### config.mk
export PLATFORM = sky130hd
export DESIGN_NAME = i2c_master_byte_engine_unit
export DESIGN_NICKNAME = d
export VERILOG_FILES = /design/src/hw/rtl/i2cmbe_pkg.sv /design/src/hw/rtl/i2cmbe_front.sv /design/src/hw/rtl/i2cmbe_seq.sv /design/src/hw/rtl/i2c_master_byte_engine_unit.sv
export SDC_FILE = /design/constraint.sdc
export NUM_CORES = 1
export LEC_CHECK = 0
export ABC_AREA = 1
export BUFFER_PORTS_ARGS = -buffer_cell sky130_fd_sc_hd__buf_2
export CELL_PAD_IN_SITES_DETAIL_PLACEMENT = 1
export CELL_PAD_IN_SITES_GLOBAL_PLACEMENT = 1
export CORE_MARGIN = 8
export CORE_UTILIZATION = 45
export DETAILED_ROUTE_END_ITERATION = 7
export PLACE_DENSITY = 0.81
export SYNTH_ARGS = -nofsm -noshare
export SYNTH_HDL_FRONTEND = slang
export SYNTH_HIERARCHICAL = 1
export SYNTH_SLANG_ARGS = --single-unit
### constraint.sdc
create_clock -name i_clk -period 12.33 [get_ports i_clk]
set_input_delay 2.466 -clock i_clk [delete_from_list [all_inputs] [get_ports i_clk]]
set_output_delay 2.466 -clock i_clk [all_outputs]
set_load 0.02 [all_outputs]
### src/hw/rtl/i2cmbe_pkg.sv
// Shared types, codes and slot tables of the I2C master byte engine.
// Used by every module of the block; depends on nothing.
`default_nettype none

package i2cmbe_pkg;

    localparam int BITS_PER_BYTE = 8;
    localparam int PHASE_W       = 8;
    localparam int IDX_W         = 5;
    localparam int QUEUE_DEPTH   = 2;
    localparam int QCNT_W        = 2;
    localparam logic [PHASE_W-1:0] PHASE_RESET = 8'd4;

    typedef enum logic [2:0] {
        OP_NONE     = 3'd0,
        OP_IDLE     = 3'd1,
        OP_START    = 3'd2,
        OP_STOP     = 3'd3,
        OP_WRITE    = 3'd4,
        OP_READ     = 3'd5,
        OP_WAIT_ACK = 3'd6
    } t_op;

    localparam logic [2:0] OP_CODE_MAX = OP_WAIT_ACK;

    typedef struct packed {
        logic [2:0] op;
        logic [7:0] write_data;
        logic       send_ack;
        logic       sda_in;
    } t_in_item;

    typedef struct packed {
        logic       scl_out;
        logic       sda_out;
        logic       busy_res;
        logic       done_res;
        logic [7:0] read_byte;
        logic       ack_missing;
    } t_out_item;

    // Item after classification by the front part
    typedef struct packed {
        logic       is_cmd;
        t_op        op;
        logic [7:0] write_data;
        logic       send_ack;
        logic       sda_in;
    } t_cls_item;

    // Number of bus slots in a command
    function automatic logic [IDX_W-1:0] slot_total(input t_op cmd);
        logic [IDX_W-1:0] total;
        unique case (cmd)
            OP_NONE:     total = IDX_W'(0);
            OP_IDLE:     total = IDX_W'(1);
            OP_START:    total = IDX_W'(3);
            OP_STOP:     total = IDX_W'(1);
            OP_WRITE:    total = IDX_W'(3 * BITS_PER_BYTE);
            OP_READ:     total = IDX_W'(2 * BITS_PER_BYTE + 3);
            OP_WAIT_ACK: total = IDX_W'(3);
        endcase
        return total;
    endfunction

    // Line levels on entry to a slot; returns {scl, sda}
    function automatic logic [1:0] slot_levels(
        input t_op              cmd,
        input logic [IDX_W-1:0] idx,
        input logic [7:0]       shift,
        input logic             ack,
        input logic             scl_in,
        input logic             sda_in
    );
        logic [8:0]       prod;
        logic [2:0]       bit_no;
        logic [IDX_W-1:0] phase_no;
        logic             scl;
        logic             sda;
        scl      = scl_in;
        sda      = sda_in;
        // idx / 3 by reciprocal, exact for idx below 24 (bit_no is three bits wide)
        prod     = {4'b0, idx} * 9'd11;
        bit_no   = prod[7:5];
        phase_no = idx - IDX_W'({2'b0, bit_no} * 5'd3);
        unique case (cmd)
            OP_NONE: begin
            end
            OP_IDLE: begin
                sda = 1'b1;
                scl = 1'b1;
            end
            OP_START: begin
                if (idx == IDX_W'(0)) begin
                    sda = 1'b1;
                    scl = 1'b1;
                end else if (idx == IDX_W'(1)) begin
                    sda = 1'b0;
                end else begin
                    scl = 1'b0;
                end
            end
            OP_STOP: begin
                sda = 1'b0;
                scl = 1'b1;
            end
            OP_WRITE: begin
                if (phase_no == IDX_W'(0)) begin
                    sda = shift[3'(BITS_PER_BYTE - 1) - bit_no];
                end else if (phase_no == IDX_W'(1)) begin
                    scl = 1'b1;
                end else begin
                    scl = 1'b0;
                    if (bit_no == 3'(BITS_PER_BYTE - 1)) begin
                        sda = 1'b1;
                    end
                end
            end
            OP_READ: begin
                if (idx < IDX_W'(2 * BITS_PER_BYTE)) begin
                    if (!idx[0]) begin
                        if (idx == IDX_W'(0)) begin
                            sda = 1'b1;
                        end
                        scl = 1'b1;
                    end else begin
                        scl = 1'b0;
                    end
                end else if (idx == IDX_W'(2 * BITS_PER_BYTE)) begin
                    sda = ~ack;
                end else if (idx == IDX_W'(2 * BITS_PER_BYTE + 1)) begin
                    scl = 1'b1;
                end else begin
                    scl = 1'b0;
                end
            end
            OP_WAIT_ACK: begin
                if (idx == IDX_W'(0)) begin
                    sda = 1'b1;
                end else if (idx == IDX_W'(1)) begin
                    scl = 1'b1;
                end else begin
                    scl = 1'b0;
                end
            end
        endcase
        return {scl, sda};
    endfunction

endpackage

`default_nettype wire

### src/hw/rtl/i2cmbe_front.sv
// Front part: accepts tick items, classifies the op code and queues them.
// Depends on i2cmbe_pkg.
`default_nettype none

module i2cmbe_front import i2cmbe_pkg::*; (
    input  wire logic      i_clk,
    input  wire logic      i_rst_n,
    input  wire logic      push,
    output logic           full,
    input  wire t_in_item  i_in_item,
    output logic           o_avail,
    input  wire logic      i_take,
    output t_cls_item      o_item
);

    t_cls_item         r_mem [QUEUE_DEPTH];
    logic              r_wr_ptr, n_wr_ptr;
    logic              r_rd_ptr, n_rd_ptr;
    logic [QCNT_W-1:0] r_count, n_count;
    t_cls_item         cls;
    logic              do_push;
    logic              do_take;

    // Codes zero and seven carry no command
    always_comb begin
        cls.is_cmd     = (i_in_item.op != 3'(OP_NONE)) && (i_in_item.op <= OP_CODE_MAX);
        cls.op         = cls.is_cmd ? t_op'(i_in_item.op) : OP_NONE;
        cls.write_data = i_in_item.write_data;
        cls.send_ack   = i_in_item.send_ack;
        cls.sda_in     = i_in_item.sda_in;
    end

    assign full    = (r_count == QCNT_W'(QUEUE_DEPTH));
    assign o_avail = (r_count != '0);
    assign o_item  = r_mem[r_rd_ptr];
    assign do_push = push && !full;
    assign do_take = i_take && o_avail;

    always_comb begin
        n_wr_ptr = do_push ? ~r_wr_ptr : r_wr_ptr;
        n_rd_ptr = do_take ? ~r_rd_ptr : r_rd_ptr;
        n_count  = r_count + QCNT_W'(do_push) - QCNT_W'(do_take);
    end

    always_ff @(posedge i_clk) begin
        if (!i_rst_n) begin
            r_wr_ptr <= 1'b0;
            r_rd_ptr <= 1'b0;
            r_count  <= '0;
        end else begin
            r_wr_ptr <= n_wr_ptr;
            r_rd_ptr <= n_rd_ptr;
            r_count  <= n_count;
        end
    end

    always_ff @(posedge i_clk) begin
        if (do_push) begin
            r_mem[r_wr_ptr] <= cls;
        end
    end

    a_count_range: assert property (@(posedge i_clk) disable iff (!i_rst_n)
        r_count <= QCNT_W'(QUEUE_DEPTH))
        else $error("front queue count out of range");

    a_ptr_gap: assert property (@(posedge i_clk) disable iff (!i_rst_n)
        (r_count == '0 || r_count == QCNT_W'(QUEUE_DEPTH)) |-> (r_wr_ptr == r_rd_ptr))
        else $error("front queue pointers disagree with count");

    a_take_moves: assert property (@(posedge i_clk) disable iff (!i_rst_n)
        (do_take && !do_push) |=> (r_count == $past(r_count) - QCNT_W'(1)))
        else $error("front queue take lost");

endmodule

`default_nettype wire

### src/hw/rtl/i2cmbe_seq.sv
// Back part: bus slot sequencer, one tick item per cycle while an item is available and the result queue has room.
// Depends on i2cmbe_pkg.
`default_nettype none

module i2cmbe_seq import i2cmbe_pkg::*; (
    input  wire logic         i_clk,
    input  wire logic         i_rst_n,
    input  wire logic [7:0]   i_phase_ticks,
    input  wire logic         i_avail,
    output logic              o_take,
    input  wire t_cls_item    i_item,
    output logic              empty,
    input  wire logic         pop,
    output t_out_item         o_out_item
);

    // Sequencer state
    t_op              r_cmd,   n_cmd;
    logic [7:0]       r_cnt,   n_cnt;
    logic [IDX_W-1:0] r_idx,   n_idx;
    logic [7:0]       r_shift, n_shift;
    logic             r_ack,   n_ack;
    logic             r_scl,   n_scl;
    logic             r_sda,   n_sda;
    logic             r_nack,  n_nack;
    logic [7:0]       r_hold,  n_hold;

    // Result queue
    t_out_item         r_mem [QUEUE_DEPTH];
    logic              r_wr_ptr;
    logic              r_rd_ptr;
    logic [QCNT_W-1:0] r_count;

    t_out_item        res;
    logic [8:0]       phase;
    logic [IDX_W:0]   idx_next;
    logic             fire;
    logic             do_pop;
    logic             q_full;

    assign q_full = (r_count == QCNT_W'(QUEUE_DEPTH));
    assign fire   = i_avail && !q_full;
    assign o_take = fire;
    assign empty  = (r_count == '0);
    assign do_pop = pop && !empty;
    assign o_out_item = r_mem[r_rd_ptr];

    always_comb begin
        n_cmd   = r_cmd;
        n_cnt   = r_cnt;
        n_idx   = r_idx;
        n_shift = r_shift;
        n_ack   = r_ack;
        n_scl   = r_scl;
        n_sda   = r_sda;
        n_nack  = r_nack;
        n_hold  = r_hold;
        res     = '0;
        phase   = (i_phase_ticks == '0) ? 9'd1 : {1'b0, i_phase_ticks};
        idx_next = '0;

        // Commands are only taken while idle
        if (r_cmd == OP_NONE && i_item.is_cmd) begin
            n_cmd = i_item.op;
            n_idx = '0;
            n_cnt = '0;
            if (i_item.op == OP_WRITE) begin
                n_shift = i_item.write_data;
            end
            if (i_item.op == OP_READ) begin
                n_shift = '0;
                n_ack   = i_item.send_ack;
            end
            {n_scl, n_sda} = slot_levels(n_cmd, n_idx, n_shift, n_ack, n_scl, n_sda);
        end

        res.scl_out = n_scl;
        res.sda_out = n_sda;

        if (n_cmd != OP_NONE) begin
            res.busy_res = 1'b1;
            if ({1'b0, n_cnt} + 9'd1 >= phase) begin
                // Sample at the end of SCL-high slots
                if (n_cmd == OP_READ && n_idx < IDX_W'(2 * BITS_PER_BYTE) && !n_idx[0]) begin
                    n_shift = {n_shift[6:0], i_item.sda_in};
                end
                if (n_cmd == OP_WAIT_ACK && n_idx == IDX_W'(1)) begin
                    n_nack = i_item.sda_in;
                end
                n_cnt    = '0;
                idx_next = {1'b0, n_idx} + (IDX_W + 1)'(1);
                n_idx    = idx_next[IDX_W-1:0];
                if (idx_next >= {1'b0, slot_total(n_cmd)}) begin
                    res.done_res = 1'b1;
                    if (n_cmd == OP_STOP) begin
                        n_sda = 1'b1;
                    end
                    if (n_cmd == OP_READ) begin
                        n_hold = n_shift;
                        if (n_ack) begin
                            n_sda = 1'b1;
                        end
                    end
                    n_cmd = OP_NONE;
                    n_idx = '0;
                end else begin
                    {n_scl, n_sda} = slot_levels(n_cmd, n_idx, n_shift, n_ack, n_scl, n_sda);
                end
            end else begin
                n_cnt = n_cnt + 8'd1;
            end
        end

        res.read_byte   = n_hold;
        res.ack_missing = n_nack;
    end

    always_ff @(posedge i_clk) begin
        if (!i_rst_n) begin
            r_cmd   <= OP_NONE;
            r_cnt   <= '0;
            r_idx   <= '0;
            r_shift <= '0;
            r_ack   <= 1'b0;
            r_scl   <= 1'b1;
            r_sda   <= 1'b1;
            r_nack  <= 1'b0;
            r_hold  <= '0;
        end else if (fire) begin
            r_cmd   <= n_cmd;
            r_cnt   <= n_cnt;
            r_idx   <= n_idx;
            r_shift <= n_shift;
            r_ack   <= n_ack;
            r_scl   <= n_scl;
            r_sda   <= n_sda;
            r_nack  <= n_nack;
            r_hold  <= n_hold;
        end
    end

    always_ff @(posedge i_clk) begin
        if (!i_rst_n) begin
            r_wr_ptr <= 1'b0;
            r_rd_ptr <= 1'b0;
            r_count  <= '0;
        end else begin
            if (fire) begin
                r_wr_ptr <= ~r_wr_ptr;
            end
            if (do_pop) begin
                r_rd_ptr <= ~r_rd_ptr;
            end
            r_count <= r_count + QCNT_W'(fire) - QCNT_W'(do_pop);
        end
    end

    always_ff @(posedge i_clk) begin
        if (fire) begin
            r_mem[r_wr_ptr] <= res;
        end
    end

    a_idle_clean: assert property (@(posedge i_clk) disable iff (!i_rst_n)
        (r_cmd == OP_NONE) |-> (r_cnt == '0 && r_idx == '0))
        else $error("idle sequencer holds slot position");

    a_idx_bound: assert property (@(posedge i_clk) disable iff (!i_rst_n)
        (r_cmd != OP_NONE) |-> (r_idx < slot_total(r_cmd)))
        else $error("slot index past end of command");

    a_done_busy: assert property (@(posedge i_clk) disable iff (!i_rst_n)
        (fire && res.done_res) |-> (res.busy_res && n_cmd == OP_NONE))
        else $error("done without ending the command");

    a_q_range: assert property (@(posedge i_clk) disable iff (!i_rst_n)
        r_count <= QCNT_W'(QUEUE_DEPTH))
        else $error("result queue count out of range");

endmodule

`default_nettype wire

### src/hw/rtl/i2c_master_byte_engine_unit.sv
// I2C master byte engine top level: slot-time register and the two parts.
// Depends on i2cmbe_pkg, i2cmbe_front and i2cmbe_seq.
//
// Each input item is one base time tick; every item gives exactly one result,
// and one item is taken per clock cycle as long as results are popped. A tick's
// result is written to the result queue when the sequencer takes it from the
// front queue, and can be popped from there. The rate is set by the slot
// sequencer, which advances one tick per cycle while its result queue has room; a
// two-entry queue on each side lets push and pop stall independently. Commands
// arriving while a command is running are dropped. The slot length register
// (phase_ticks, zero acts as one) is always ready and must be written only
// while no ticks are in flight.
`default_nettype none

module i2c_master_byte_engine_unit import i2cmbe_pkg::*; (
    input  wire logic       i_clk,
    input  wire logic       i_rst_n,
    input  wire logic       push,
    output logic            full,
    input  wire t_in_item   i_in_item,
    output logic            empty,
    input  wire logic       pop,
    output t_out_item       o_out_item,
    input  wire logic       i_cfg_valid,
    output logic            o_cfg_ready,
    input  wire logic [7:0] i_cfg_data
);

    logic [PHASE_W-1:0] r_phase_ticks;
    logic               avail;
    logic               take;
    t_cls_item          cls_item;

    assign o_cfg_ready = 1'b1;

    always_ff @(posedge i_clk) begin
        if (!i_rst_n) begin
            r_phase_ticks <= PHASE_RESET;
        end else if (i_cfg_valid && o_cfg_ready) begin
            r_phase_ticks <= i_cfg_data;
        end
    end

    i2cmbe_front u_front (
        .i_clk     (i_clk),
        .i_rst_n   (i_rst_n),
        .push      (push),
        .full      (full),
        .i_in_item (i_in_item),
        .o_avail   (avail),
        .i_take    (take),
        .o_item    (cls_item)
    );

    i2cmbe_seq u_seq (
        .i_clk         (i_clk),
        .i_rst_n       (i_rst_n),
        .i_phase_ticks (r_phase_ticks),
        .i_avail       (avail),
        .o_take        (take),
        .i_item        (cls_item),
        .empty         (empty),
        .pop           (pop),
        .o_out_item    (o_out_item)
    );

endmodule

`default_nettype wire

==> impl_metrics.toml <==
[clock_network]
cts-root-buf = "clkbuf_16"
clkSlewWorstSetupHoldPaths_ps = 80
cts-htree-levels = 3
insertion_delay_ps = 360
cts_hold_buffers = 0
cts_made_buffers = 9
clock_path_buffers = 2
post_cts_buffers = 0
post_cts_resized = 0
cts_tree = "done"
clock_sinks = 108

[sta]
max-slew-margin-rel_pct = 17.8
totalNegativeSetupSlack_ps = 0
tightest_slew_ps = 1230
drv_slew = 0
post-route-period-util_pct = 56.4
rsz0062_at_grt = "false"
finClkSkew_ps = 10.7
setup_violations = 0
max_freq_ghz = 0.144
hold_viol_final = 0
period_minus_slack_ps = 6950

[drt]
drt-pass1-iter-count = 5
routedWlPerCell_um = 17.4
post_drt_via_cell_ratio = 5.35
drc = 0
dr_total_vias = 5455
drt-initial-drc-count = 253
drt_wl_total_um = 17700
drt.antenna.violating_nets = 0

[place]
dp.cells = 1003
dp_hpwl_um = 12900
place_congestion = 0.899
portBuffers = 40

[critical_path]
end_kind = "flip-flop"
rr_endpoint = "u_seq/r_sda"
critPathRequiredTime_ps = 12580
crit_cells = 36
startpoint_type = "flip-flop"
ff2ff_path_depth = 36
regToRegSetupSlack_ps = 5380
cp_max_fo = 14
cp.arrival_ps = 7210
crit_end = "u_seq/r_sda"
critical_path_class = "reg2reg"
crit_family = "simple AND/OR/NAND/NOR gates"
cp_num_buf_inv = 4
max_stage_delay_ps = 700
cpMostUsedCell = "nand2_1"
crit_path_top_delay_cell = "dfxtp_1"

[power]
p_leak_nw = 3.30
p_clk_share_pct = 14.7
pwr-share-comb_pct = 58.1
sw_frac_of_total_pct = 49.4
p_seq_share_pct = 27.2
intPower_mw = 1.10
p_sw_mw = 1.07
ir_drop_v = 0.000180
p_per_area_mw_per_mm2 = 300

[final_layout]
instances_no_fill = 1019
num-nets-final = 897
syn_to_final_growth_pct = 9.29
drive_gt1_share_pct = 18.4
antenna_cells = 0

[synthesis]
ys_seq_elements = 108
synth_edf_count = 54
syn_nets = 868
ys_types = 50
synth_area_mm2 = 0.00663
yosysWarnings = 6
avgSynthCellArea_um2 = 8.27
ys.flop_type = "edfxtp_1"
yosysSeqAreaShare_pct = 40.8
async_flop_share_pct = 0
synthCells = 801

[run_status]
status = "finished, final reports clean"

[grt]
grt_use_total_pct = 19.9
grt_max_degree = 46
grt_pass1_wl_um = 29500
gr-total-overflow = 0
grt_pass1_vias = 5981
antenna_found_initial = 0

[min_path]
hold_path.class = "reg2reg"

[floorplan]
start_util_pct = 45.8
die_area_mm2 = 0.0189
row_count = 44
die_h_um = 137
core_mm2 = 0.0145
die_w_um = 137
io_pins = 42

[run]
cap_viol_max_count = 0
[layout make-up]
type,instances,area [um2]
Clock inverter,7,98.8
Timing Repair Buffer,42,215
Fill cell,1763,7240
Sequential cell,108,2700
Clock buffer,9,225
Multi-Input combinational cell,545,3300
Inverter,124,468
Tap cell,184,230
[registers in the layout, summed over array words and instances (netlist names), 2 cells and up, named ones only]
signal and flops:
u_seq/r_cnt 8, u_front/r_mem 28, u_seq/r_idx 5, u_seq/r_mem 26
u_seq/r_shift 8, r_phase_ticks 8, u_seq/r_count 2, u_seq/r_cmd 3
u_seq/r_hold 8, u_front/r_count 2
[cell families after synthesis]
group                    synth area share (%)
multiplexers                             4.59
AO/OA/AOI/OAI                            10.8
flip-flops                               40.8
other                                  0.0566
XOR/XNOR                                 1.81
AND/OR/NAND/NOR                          24.4
adder cells (fa/ha/maj)                  8.08
buffers and inverters                    9.44
[how the worst min path moves through the flow]
stage                                 from  cells past startpoint          endpoint  slack (ps)
after CTS                 u_seq/r_shift[0]                      2  u_seq/r_shift[0]         480
after global placement      u_seq/r_rd_ptr                      1    u_seq/r_rd_ptr         440
after global routing      u_seq/r_shift[6]                      2  u_seq/r_shift[6]         490
final                     u_seq/r_shift[1]                      2  u_seq/r_shift[1]         470
after floorplan             u_seq/r_rd_ptr                      1         flip-flop         430
after detailed placement    u_seq/r_rd_ptr                      1    u_seq/r_rd_ptr         450
[tightest hold or removal path, stage by stage, from the launching register on]
cell and delay, ps:
dfxtp_1 310, nand2_1 60, a21oi_1 60
[stage by stage]
| stage | hold WS [ps] | power [mW] | utilization [%] | worst slack, ps | instance area [um2] |
|---|---|---|---|---|---|
| 2_1_floorplan | 426 | 1.51 | - | 6740 | 6630 |
| 3_3_place_gp | 436 | 1.75 | 47.8 | 5930 | 6920 |
| 3_5_place_dp | 452 | 1.84 | 47.8 | 5470 | 6920 |
| 4_1_cts | 476 | 2.18 | 50.0 | 5450 | 7240 |
| 5_1_grt | 492 | 2.34 | 50.0 | 4890 | 7240 |
| 6_report | 471 | 2.17 | 50.0 | 5380 | 7240 |
[placed cells by master, fill, tap and decap left out, types with 2 or more instances in the layout]
master and count:
nor3_1 6, nand2_1 152, nand3_2 4, o21ai_0 29
inv_8 2, bufinv_16 2, nor2_1 76, mux2_2 27
edfxtp_1 54, o21ai_2 16, o21ai_4 2, nand4_1 7
xor2_1 7, buf_2 40, xnor2_1 3, clkinv_1 2
a21boi_0 2, nand2_2 17, nand2_4 4, a31oi_1 9
a22oi_1 2, nor2_2 4, clkbuf_16 9, dfxtp_1 54
fa_1 3, nand3_1 62, inv_2 8, nor2_4 6
buf_4 2, o211ai_1 6, ha_1 38, a21oi_1 45
o21ai_1 3, nand3b_1 2, inv_1 114
[layer usage]
metal	global-route usage, %	vias to the layer above	part of all wire [%]
met4	8.27	0	2.3
met1	23.4	2644	45
met2	35.3	93	51
met5	0	-	0
met3	2.84	32	2.5
li1	-	2686	-
[Yosys cell counts, types with 2 or more instances]
| master | number | area (um2) |
|---|---|---|
| dfxtp_1 | 54 | 1080 |
| o211ai_1 | 6 | 45.0 |
| nand3b_1 | 2 | 15.0 |
| nand4_1 | 7 | 43.8 |
| clkbuf_1 | 13 | 48.8 |
| inv_2 | 8 | 30.0 |
| xnor2_1 | 3 | 26.3 |
| nand3_1 | 62 | 310 |
| a22oi_1 | 2 | 15.0 |
| nand2_2 | 17 | 106 |
| a21boi_0 | 2 | 15.0 |
| nand2_1 | 152 | 571 |
| o21ai_4 | 2 | 32.5 |
| xor2_1 | 7 | 61.3 |
| a21oi_1 | 45 | 225 |
| mux2_2 | 27 | 304 |
| nor2_2 | 4 | 25.0 |
| nor2_4 | 6 | 67.6 |
| fa_1 | 3 | 60.1 |
| buf_2 | 2 | 10.0 |
| nor2_1 | 76 | 285 |
| nand3_2 | 4 | 40.0 |
| o21ai_0 | 29 | 145 |
| nand2_4 | 4 | 45.0 |
| inv_1 | 114 | 428 |
| nor3_1 | 6 | 30.0 |
| a31oi_1 | 9 | 56.3 |
| buf_6 | 6 | 67.6 |
| edfxtp_1 | 54 | 1620 |
| ha_1 | 38 | 475 |
| o21ai_2 | 15 | 131 |
| o21ai_1 | 4 | 20.0 |
[power by group through the flow]
stage,clock network [mW],registers (mW),logic [mW]
CTS,0.326,0.593,1.26
global route,0.339,0.606,1.40
detailed placement,0,0.599,1.24
finish,0.318,0.592,1.26
floorplan,0,0.570,0.938
global placement,0,0.587,1.17
Note: power is estimated with default switching activity, not from simulation.
